$ cat src/rtl/lscp_pkg.sv
// Package for the line sensor calibrate and position block.
// Types, widths, command codes and the scale-by-1000 helper.
// No dependencies.
package lscp_pkg;

   localparam int NUM_SENSORS = 6;
   localparam int RAW_BITS    = 16;
   localparam int CMD_W       = 2;
   localparam int LEVEL_W     = 10;
   localparam int SUM_W       = 13;
   localparam int POS_W       = 13;
   localparam int FULL_SCALE  = 1000;

   localparam int IDX_W  = $clog2(NUM_SENSORS);
   localparam int WGT_W  = $clog2(NUM_SENSORS + 1);
   localparam int WSUM_W = $clog2(FULL_SCALE * NUM_SENSORS * (NUM_SENSORS + 1) / 2 + 1);

   // divider geometry: one remainder width and one quotient length serve
   // both the level and the position divisions
   localparam int DIV_A = (RAW_BITS > SUM_W) ? RAW_BITS : SUM_W;
   localparam int DIV_W = (DIV_A > WSUM_W) ? DIV_A : WSUM_W;
   localparam int Q_W   = (POS_W > LEVEL_W) ? POS_W : LEVEL_W;
   localparam int DVD_W = DIV_W + Q_W;
   localparam int CNT_W = $clog2(Q_W);

   typedef enum logic [CMD_W-1:0] {
      CMD_CLEAR     = 2'd0,
      CMD_CALIBRATE = 2'd1,
      CMD_MEASURE   = 2'd2
   } cmd_type;

   typedef logic [RAW_BITS-1:0]                   raw_type;
   typedef logic [LEVEL_W-1:0]                    level_type;
   typedef logic [IDX_W-1:0]                      idx_type;
   typedef logic [NUM_SENSORS-1:0][RAW_BITS-1:0]  raw_vec_type;
   typedef logic [NUM_SENSORS-1:0][LEVEL_W-1:0]   level_vec_type;

   typedef struct packed {
      logic [CMD_W-1:0] cmd;
      raw_type          raw_0;
      raw_type          raw_1;
      raw_type          raw_2;
      raw_type          raw_3;
      raw_type          raw_4;
      raw_type          raw_5;
   } req_type;

   typedef struct packed {
      level_type        level_0;
      level_type        level_1;
      level_type        level_2;
      level_type        level_3;
      level_type        level_4;
      level_type        level_5;
      logic [SUM_W-1:0] level_sum;
      logic [POS_W-1:0] line_position;
   } rsp_type;

   typedef struct packed {
      logic clear;
      logic calibrate;
   } mark_ctl_type;

   typedef struct packed {
      logic             start;
      logic [DVD_W-1:0] dividend;
      logic [DIV_W-1:0] divisor;
   } div_req_type;

   typedef struct packed {
      logic           done;
      logic [Q_W-1:0] quotient;
   } div_rsp_type;

   // v * 1000 as 1024 - 16 - 8
   function automatic logic [DVD_W-1:0] times_scale(input logic [DIV_W-1:0] v);
      logic [DVD_W-1:0] e;
      e = DVD_W'(v);
      return (e << 10) - (e << 4) - (e << 3);
   endfunction

endpackage

$ cat src/rtl/lscp_serdiv.sv
// Bit-serial restoring divider, one quotient bit per cycle.
// Depends on lscp_pkg.
module lscp_serdiv (
   input  logic                 clock,
   input  logic                 reset,
   input  lscp_pkg::div_req_type req,
   output lscp_pkg::div_rsp_type rsp
);
   import lscp_pkg::*;

   logic             busy_ff, busy_in;
   logic             done_ff, done_in;
   logic [CNT_W-1:0] cnt_ff, cnt_in;
   logic [DIV_W-1:0] rem_ff, rem_in;
   logic [DIV_W-1:0] dsr_ff, dsr_in;
   logic [Q_W-1:0]   sh_ff, sh_in;

   logic [DIV_W:0]   trial;
   logic [DIV_W:0]   diff;
   logic             ge;

   // caller guarantees dividend < divisor * 2**Q_W
   assign trial = {rem_ff, sh_ff[Q_W-1]};
   assign diff  = trial - {1'b0, dsr_ff};
   assign ge    = (trial >= {1'b0, dsr_ff});

   always_comb begin
      busy_in = busy_ff;
      done_in = 1'b0;
      cnt_in  = cnt_ff;
      rem_in  = rem_ff;
      dsr_in  = dsr_ff;
      sh_in   = sh_ff;
      if (req.start) begin
         busy_in = 1'b1;
         cnt_in  = '0;
         rem_in  = req.dividend[DVD_W-1:Q_W];
         sh_in   = req.dividend[Q_W-1:0];
         dsr_in  = req.divisor;
      end else if (busy_ff) begin
         rem_in = ge ? diff[DIV_W-1:0] : trial[DIV_W-1:0];
         sh_in  = {sh_ff[Q_W-2:0], ge};
         cnt_in = cnt_ff + 1'b1;
         if (cnt_ff == CNT_W'(Q_W - 1)) begin
            busy_in = 1'b0;
            done_in = 1'b1;
         end
      end
   end

   always_ff @(posedge clock) begin
      if (reset) begin
         busy_ff <= 1'b0;
         done_ff <= 1'b0;
         cnt_ff  <= '0;
      end else begin
         busy_ff <= busy_in;
         done_ff <= done_in;
         cnt_ff  <= cnt_in;
      end
   end

   always_ff @(posedge clock) begin
      rem_ff <= rem_in;
      dsr_ff <= dsr_in;
      sh_ff  <= sh_in;
   end

   assign rsp.done     = done_ff;
   assign rsp.quotient = sh_ff;

endmodule

$ cat src/rtl/lscp_marks.sv
// Per-sensor calibration store: running minimum and maximum of raw times.
// Depends on lscp_pkg.
module lscp_marks (
   input  logic                  clock,
   input  logic                  reset,
   input  lscp_pkg::mark_ctl_type ctl,
   input  lscp_pkg::raw_vec_type  raw,
   input  lscp_pkg::idx_type      rd_idx,
   output lscp_pkg::raw_type      rd_low,
   output lscp_pkg::raw_type      rd_high
);
   import lscp_pkg::*;

   raw_vec_type low_ff, low_in;
   raw_vec_type high_ff, high_in;

   always_comb begin
      low_in  = low_ff;
      high_in = high_ff;
      for (int i = 0; i < NUM_SENSORS; i++) begin
         if (ctl.clear) begin
            low_in[i]  = '1;
            high_in[i] = '0;
         end else if (ctl.calibrate) begin
            if (raw[i] < low_ff[i]) begin
               low_in[i] = raw[i];
            end
            if (raw[i] > high_ff[i]) begin
               high_in[i] = raw[i];
            end
         end
      end
   end

   always_ff @(posedge clock) begin
      if (reset) begin
         for (int i = 0; i < NUM_SENSORS; i++) begin
            low_ff[i]  <= '1;
            high_ff[i] <= '0;
         end
      end else begin
         low_ff  <= low_in;
         high_ff <= high_in;
      end
   end

   assign rd_low  = low_ff[rd_idx];
   assign rd_high = high_ff[rd_idx];

endmodule

$ cat src/rtl/line_sensor_calibrate_and_position_top.sv
// Line sensor calibrate and position: top level, sequencer and result register.
// Depends on lscp_pkg, lscp_marks and lscp_serdiv.
//
// Each request transaction carries a command and six raw discharge times.
// Clear and calibrate return nothing and leave the block idle, so it is
// ready again in the next cycle. Measure returns one response transaction with
// six levels in 0..1000, their sum and the weighted line position. In a
// measure, sensors are normalised one after another through a single
// bit-serial divider, each with a set-up step before its division and an
// accumulate step after it; a sensor whose level saturates or whose raw value
// lies outside its range skips the divider, and the position takes one more
// division unless the sum is zero. req_stall is high while a measure is in
// progress; a finished response waits in its output register without
// blocking a following clear or calibrate.
module line_sensor_calibrate_and_position_top (
   input  logic              clock,
   input  logic              reset,
   input  logic              req_valid,
   output logic              req_stall,
   input  lscp_pkg::req_type req_data,
   output logic              rsp_valid,
   input  logic              rsp_stall,
   output lscp_pkg::rsp_type rsp_data
);
   import lscp_pkg::*;

   typedef enum logic [6:0] {
      ST_IDLE   = 7'b0000001,
      ST_PREP   = 7'b0000010,
      ST_LVL    = 7'b0000100,
      ST_ACC    = 7'b0001000,
      ST_PSTART = 7'b0010000,
      ST_POS    = 7'b0100000,
      ST_DONE   = 7'b1000000
   } state_type;

   state_type        state_ff, state_in;
   idx_type          idx_ff, idx_in;
   raw_vec_type      raw_ff, raw_in;
   level_type        lvl_ff, lvl_in;
   level_vec_type    lvl_sh_ff, lvl_sh_in;
   logic [SUM_W-1:0] sum_ff, sum_in;
   logic [WSUM_W-1:0] wsum_ff, wsum_in;
   logic [POS_W-1:0] pos_ff, pos_in;
   logic             rsp_valid_ff, rsp_valid_in;
   rsp_type          rsp_data_ff, rsp_data_in;

   raw_vec_type      req_raw;
   logic             req_accept;
   mark_ctl_type     mark_ctl;
   raw_type          mk_low, mk_high;
   div_req_type      div_req;
   div_rsp_type      div_rsp;

   // per-sensor set-up terms
   raw_type          raw_cur;
   logic             rng_up, rng_dn, live_up, live_dn;
   raw_type          num_sel, den_sel;
   logic [WGT_W-1:0] weight;
   logic [WSUM_W-1:0] wprod;

   assign req_raw[0] = req_data.raw_0;
   assign req_raw[1] = req_data.raw_1;
   assign req_raw[2] = req_data.raw_2;
   assign req_raw[3] = req_data.raw_3;
   assign req_raw[4] = req_data.raw_4;
   assign req_raw[5] = req_data.raw_5;

   assign req_stall  = (state_ff != ST_IDLE);
   assign req_accept = req_valid && !req_stall;

   lscp_marks u_marks (
      .clock   (clock),
      .reset   (reset),
      .ctl     (mark_ctl),
      .raw     (req_raw),
      .rd_idx  (idx_ff),
      .rd_low  (mk_low),
      .rd_high (mk_high)
   );

   lscp_serdiv u_div (
      .clock (clock),
      .reset (reset),
      .req   (div_req),
      .rsp   (div_rsp)
   );

   // The current sensor always sits at the bottom of the raw shift line.
   // Normal range (high above low): level grows from low upwards.
   // Inverted range: the signed formula reduces to (low - raw) / (low - high),
   // so only raw at or below low gives a non-zero level.
   assign raw_cur = raw_ff[0];
   assign rng_up  = (mk_high > mk_low);
   assign rng_dn  = (mk_low > mk_high);
   assign live_up = rng_up && (raw_cur >= mk_low);
   assign live_dn = rng_dn && (raw_cur <= mk_low);
   assign num_sel = live_up ? (raw_cur - mk_low) : (mk_low - raw_cur);
   assign den_sel = rng_up ? (mk_high - mk_low) : (mk_low - mk_high);

   assign weight = WGT_W'(idx_ff) + 1'b1;
   assign wprod  = WSUM_W'(lvl_ff) * WSUM_W'(weight);

   always_comb begin
      state_in     = state_ff;
      idx_in       = idx_ff;
      raw_in       = raw_ff;
      lvl_in       = lvl_ff;
      lvl_sh_in    = lvl_sh_ff;
      sum_in       = sum_ff;
      wsum_in      = wsum_ff;
      pos_in       = pos_ff;
      rsp_valid_in = rsp_valid_ff;
      rsp_data_in  = rsp_data_ff;
      mark_ctl     = '0;
      div_req      = '0;

      if (rsp_valid_ff && !rsp_stall) begin
         rsp_valid_in = 1'b0;
      end

      unique case (state_ff)
         ST_IDLE: begin
            if (req_accept) begin
               // code 3 falls through every test and is dropped
               mark_ctl.clear     = (req_data.cmd == CMD_CLEAR);
               mark_ctl.calibrate = (req_data.cmd == CMD_CALIBRATE);
               if (req_data.cmd == CMD_MEASURE) begin
                  raw_in   = req_raw;
                  idx_in   = '0;
                  sum_in   = '0;
                  wsum_in  = '0;
                  state_in = ST_PREP;
               end
            end
         end
         ST_PREP: begin
            if (!(live_up || live_dn)) begin
               lvl_in   = '0;
               state_in = ST_ACC;
            end else if (num_sel >= den_sel) begin
               lvl_in   = LEVEL_W'(FULL_SCALE);
               state_in = ST_ACC;
            end else begin
               div_req.start    = 1'b1;
               div_req.dividend = times_scale(DIV_W'(num_sel));
               div_req.divisor  = DIV_W'(den_sel);
               state_in         = ST_LVL;
            end
         end
         ST_LVL: begin
            if (div_rsp.done) begin
               lvl_in   = div_rsp.quotient[LEVEL_W-1:0];
               state_in = ST_ACC;
            end
         end
         ST_ACC: begin
            sum_in    = sum_ff + SUM_W'(lvl_ff);
            wsum_in   = wsum_ff + wprod;
            lvl_sh_in = {lvl_ff, lvl_sh_ff[NUM_SENSORS-1:1]};
            for (int i = 0; i < NUM_SENSORS - 1; i++) begin
               raw_in[i] = raw_ff[i+1];
            end
            idx_in = idx_ff + 1'b1;
            if (idx_ff == IDX_W'(NUM_SENSORS - 1)) begin
               state_in = ST_PSTART;
            end else begin
               state_in = ST_PREP;
            end
         end
         ST_PSTART: begin
            if (sum_ff == '0) begin
               pos_in   = '0;
               state_in = ST_DONE;
            end else begin
               // weighted sum holds sum(level * (index + 1)); the 1000 goes in here
               div_req.start    = 1'b1;
               div_req.dividend = times_scale(DIV_W'(wsum_ff));
               div_req.divisor  = DIV_W'(sum_ff);
               state_in         = ST_POS;
            end
         end
         ST_POS: begin
            if (div_rsp.done) begin
               pos_in   = div_rsp.quotient[POS_W-1:0];
               state_in = ST_DONE;
            end
         end
         ST_DONE: begin
            // load only once the output register is free or being emptied
            if (!rsp_valid_ff || !rsp_stall) begin
               rsp_data_in.level_0       = lvl_sh_ff[0];
               rsp_data_in.level_1       = lvl_sh_ff[1];
               rsp_data_in.level_2       = lvl_sh_ff[2];
               rsp_data_in.level_3       = lvl_sh_ff[3];
               rsp_data_in.level_4       = lvl_sh_ff[4];
               rsp_data_in.level_5       = lvl_sh_ff[5];
               rsp_data_in.level_sum     = sum_ff;
               rsp_data_in.line_position = pos_ff;
               rsp_valid_in              = 1'b1;
               state_in                  = ST_IDLE;
            end
         end
         default: begin
            state_in = ST_IDLE;
         end
      endcase
   end

   always_ff @(posedge clock) begin
      if (reset) begin
         state_ff     <= ST_IDLE;
         idx_ff       <= '0;
         rsp_valid_ff <= 1'b0;
      end else begin
         state_ff     <= state_in;
         idx_ff       <= idx_in;
         rsp_valid_ff <= rsp_valid_in;
      end
   end

   always_ff @(posedge clock) begin
      raw_ff      <= raw_in;
      lvl_ff      <= lvl_in;
      lvl_sh_ff   <= lvl_sh_in;
      sum_ff      <= sum_in;
      wsum_ff     <= wsum_in;
      pos_ff      <= pos_in;
      rsp_data_ff <= rsp_data_in;
   end

   assign rsp_valid = rsp_valid_ff;
   assign rsp_data  = rsp_data_ff;

endmodule

$ cat config.mk
export PLATFORM = sky130hd
export DESIGN_NAME = line_sensor_calibrate_and_position_top
export DESIGN_NICKNAME = d
export VERILOG_FILES = /design/src/rtl/lscp_pkg.sv /design/src/rtl/lscp_serdiv.sv /design/src/rtl/lscp_marks.sv /design/src/rtl/line_sensor_calibrate_and_position_top.sv
export SDC_FILE = /design/constraint.sdc
export NUM_CORES = 2
export LEC_CHECK = 0
export BUFFER_PORTS_ARGS = -buffer_cell sky130_fd_sc_hd__buf_4
export CORE_MARGIN = 2
export CORE_UTILIZATION = 57
export DETAILED_ROUTE_END_ITERATION = 10
export HOLD_SLACK_MARGIN = 0.06
export PLACE_DENSITY = 0.74
export SLEW_MARGIN = 20
export SYNTH_ARGS = -nofsm -noshare
export SYNTH_HDL_FRONTEND = slang
export SYNTH_HIERARCHICAL = 1
export SYNTH_SLANG_ARGS = --single-unit
$ cat constraint.sdc
create_clock -name clock -period 7.9 [get_ports clock]
set_input_delay 0.395 -clock clock [delete_from_list [all_inputs] [get_ports clock]]
set_output_delay 0.395 -clock clock [all_outputs]
set_load 0.02 [all_outputs]
==> impl_metrics.py <==
metrics = {
    "global_routing": {
        "grt_max_degree": 98,
        "grt-ovfl-total": 0,
        "grt_most_used_layer": "met2",
        "grt_pass1_wl_um": 161100,
        "antenna_found_initial": 0,
        "grt_util_met3_pct": 3.991,
        "grt_pass1_vias": 27760,
        "grtUsageMet2_pct": 54.48,
        "met1_usage_pct": 40.16,
        "grt_util_all_layers_pct": 32.54,
    },
    "power_and_ir_drop": {
        "seq_power_share_pct": 34.6,
        "internal-power_w": 0.006398,
        "p_sw_w": 0.003379,
        "ir_drop_mv": 0.1902,
        "leakagePower_nw": 17.27,
        "swShare_pct": 34.56,
        "pwr-share-comb_pct": 34.2,
        "p_clk_share_pct": 31.1,
        "p_per_area_nw_per_um2": 237.0,
    },
    "detailed_routing": {
        "via_count": 28740,
        "routedWlPerCell_um": 22.45,
        "drt_iter0_markers": 2449,
        "dr.pass1.iters": 6,
        "drc": 0,
        "ant_nets": 0,
        "vias_per_cell": 6.127,
        "wl_um": 105300,
    },
    "worst_setup_path": {
        "cp_slowest_cell": "xnor2_1",
        "path_depth": 28,
        "cp_top_family": "compound AO/OA/AOI/OAI gates",
        "worstPathArrival_ns": 7.77,
        "reg2reg_depth": 28,
        "critical_path_class": "flop to flop",
        "slowest_delay_ns": 0.71,
        "crit_path_start_kind": "flop",
        "setup.worst_path.end_class": "flop",
        "path_buf_inv": 5,
        "required_ns": 8.25,
        "cp_common_cell": "inv_1",
        "r2r_setup_slack_ns": 0.48,
        "path_max_fanout": 25,
        "rr_endpoint": "u_div/rem_ff[12]$_DFFE_PP_",
        "r2r_start": "idx_ff[0]$_SDFFE_PP0P_",
    },
    "timing": {
        "setup_tns_ns": 0,
        "final.min_clock_period_ns": 7.419,
        "setup_viol": 0,
        "finalHoldViolCount": 0,
        "fin_skew_ns": 0.05723,
        "period_share_pct": 93.91,
        "slew_headroom_pct": 31.38,
        "max_freq_mhz": 134.8,
        "worst_pin_slew_ns": 1.029,
        "rsz0062_at_grt": "no",
        "worst_slack_ns": 0.4809,
        "maxSlewViolCount": 0,
        "hold_ws_ns": 0.2016,
    },
    "yosys": {
        "synthArstFlopShare_pct": 0,
        "yosysSeqAreaShare_pct": 40.19,
        "ys_warn_count": 6,
        "synthDistinctLibCells": 105,
        "yosys_most_used_dff": "edfxtp_1",
        "netlist_area_um2": 35670,
        "synth_edf_count": 338,
        "synth_seq_cells": 547,
        "syn_area_per_cell_um2": 10.09,
        "postSynthCellCount": 3534,
    },
    "finish": {
        "mostFrequentLayoutCells": "inv_1, nand2_1, ha_1",
        "regArea_um2": 14340,
        "fillCellCount": 4808,
        "drive_above_1_share_pct": 14.20,
        "syn2layout_area_growth_pct": 15.66,
        "multi_input_area_um2": 19210,
        "fin_nets": 4288,
        "finish.utilization_pct": 66.73,
        "final_common_cell": "inv_1",
    },
    "clock_network": {
        "cts.sinks": 547,
        "clk_pin_slew_ns": 0.07,
        "htreeDepth": 2,
        "numCtsBuffers": 57,
        "cts_tree": "yes",
        "cts_root_buf": "clkbuf_16",
        "clock_latency_ns": 0.65,
        "cts_buffer_depth": 3,
    },
    "min_path": {
        "hold-path-endpoint": "state_ff[0]$_SDFFE_PP1P_",
        "min_from": "req_data[96]",
        "worstHoldPathCells": 4,
        "min_path_type": "primary input to flop",
    },
    "floorplanning": {
        "die-area_um2": 64590,
        "io_pins": 190,
        "start_util_pct": 57.69,
        "num_rows": 91,
        "coreArea_um2": 61830,
        "die_x_um": 254.1,
        "die_h_um": 254.1,
    },
    "outcome": {
        "outcome": "complete, no violations",
    },
    "place": {
        "dpl.hpwl_um": 79130,
        "port_buffers": 189,
        "preCtsSetupSlack_ns": 0.1436,
        "place_congestion": 0.9996,
    },
    "job": {
        "maxCapViolCount": 0,
    },
}
[tightest hold or removal path: stages]
cell      delay (ns)
buf_4           0.09
nand3b_1        0.13
nand2_1         0.08
nand3b_1        0.08
[Yosys cell counts, drive strengths merged, types with 22 or more instances]
cell / n / area (um^2)
o22ai: 54 / 337.8
mux4: 32 / 720.7
o211ai: 114 / 1166
o21bai: 28 / 210.2
fa: 25 / 500.5
buf: 67 / 407.9
nand2: 366 / 1379
a21o: 80 / 600.6
a31oi: 24 / 181.4
o2111ai: 95 / 832.1
a211oi: 25 / 200.2
edfxtp: 338 / 10150
inv: 386 / 1449
xnor2: 101 / 884.6
nor2: 139 / 524.3
xor2: 36 / 322.8
a21oi: 194 / 982.2
nand3: 41 / 210.2
o21a: 22 / 165.2
dfxtp: 209 / 4184
a22o: 97 / 849.6
and2: 42 / 262.8
nand4: 53 / 381.6
clkbuf: 89 / 335.3
ha: 359 / 4492
mux2i: 50 / 500.5
nand2b: 39 / 244.0
o21ai: 112 / 579.3
nor3: 41 / 215.2
nor2b: 47 / 294.0
o31ai: 23 / 186.4
[kinds of logic after synthesis]
| kind of cell | share of synthesized area (%) |
|---|---|
| DFF | 40.19 |
| adders and majority gates | 14.08 |
| buffers and inverters | 6.157 |
| and+or+nand+nor | 11.69 |
| muxes | 3.803 |
| other | 0.01051 |
| xor gates and xnor gates | 3.385 |
| AOI/OAI and AO/OA | 20.69 |
[worst max-delay path by stage]
| stage | end | from | slack, ns |
|---|---|---|---|
| floorplan | u_div/rem_ff[0]$_DFFE_PP_ | idx_ff[0]$_SDFFE_PP0P_ | 0.11 |
| global placement | u_div/rem_ff[8]$_DFFE_PP_ | idx_ff[1]$_SDFFE_PP0P_ | 0.29 |
| detailed placement | u_div/rem_ff[8]$_DFFE_PP_ | idx_ff[1]$_SDFFE_PP0P_ | 0.14 |
| CTS | u_div/rem_ff[8]$_DFFE_PP_ | idx_ff[1]$_SDFFE_PP0P_ | 0.07 |
| global route | u_div/rem_ff[8]$_DFFE_PP_ | idx_ff[0]$_SDFFE_PP0P_ | 0.03 |
| finish | u_div/rem_ff[12]$_DFFE_PP_ | idx_ff[0]$_SDFFE_PP0P_ | 0.48 |
[repair_timing]
item | in CTS | in global routing
setup endpoints to repair | 0 | 9
resized for setup | 0 | 9
setup buffers | 0 | 1
hold buffers | 99 | 0
hold endpoints to repair | 123 | 0
[sequential cells by signal, summed over array words and instances (netlist names)]
name	cells
u_marks/low_ff	96
u_marks/high_ff	96
u_div/cnt_ff	4
raw_ff	80
u_div/rem_ff	16
pos_ff	13
sum_ff	13
rsp_valid	1
u_div/sh_ff	13
rsp_data	86
state_ff	7
idx_ff	3
raw_cur	16
u_div/done_ff	1
u_div/busy_ff	1
wsum_ff	15
lvl_ff	10
u_div/dsr_ff	16
lvl_sh_ff	60
[power by group through the flow]
stage                     clock, W  combinational [W]  sequential (W)
after floorplan                  0            0.00239         0.00335
after global routing       0.00319            0.00365         0.00339
final                      0.00304            0.00335         0.00339
after global placement           0            0.00318         0.00344
after CTS                  0.00308            0.00326         0.00338
after detailed placement         0            0.00320         0.00344
[routing by layer]
layer | share of wire (%) | vias to the layer above
li1 | - | 13570
met5 | 0 | -
met3 | 6.1 | 295
met2 | 47 | 1214
met1 | 40 | 13660
met4 | 7.2 | 0
[cell type report]
type	count	area share [%]
Inverter	387	3.539
Antenna cell	3	0.01820
Clock inverter	45	1.614
Multi-Input combinational cell	2446	46.57
Tap cell	837	2.539
Clock buffer	63	3.615
Timing Repair Buffer	363	7.337
Sequential cell	547	34.76
[metrics by stage]
stage	cell area, um^2	power [W]	std cells
after global placement	38040	0.006617	4480
after global routing	41250	0.01023	4688
after CTS	41180	0.009722	4687
final	41250	0.009777	4691
after floorplan	35670	0.005738	3536
after detailed placement	38040	0.006644	4480
No activity file was read; power rests on OpenSTA's default activity.
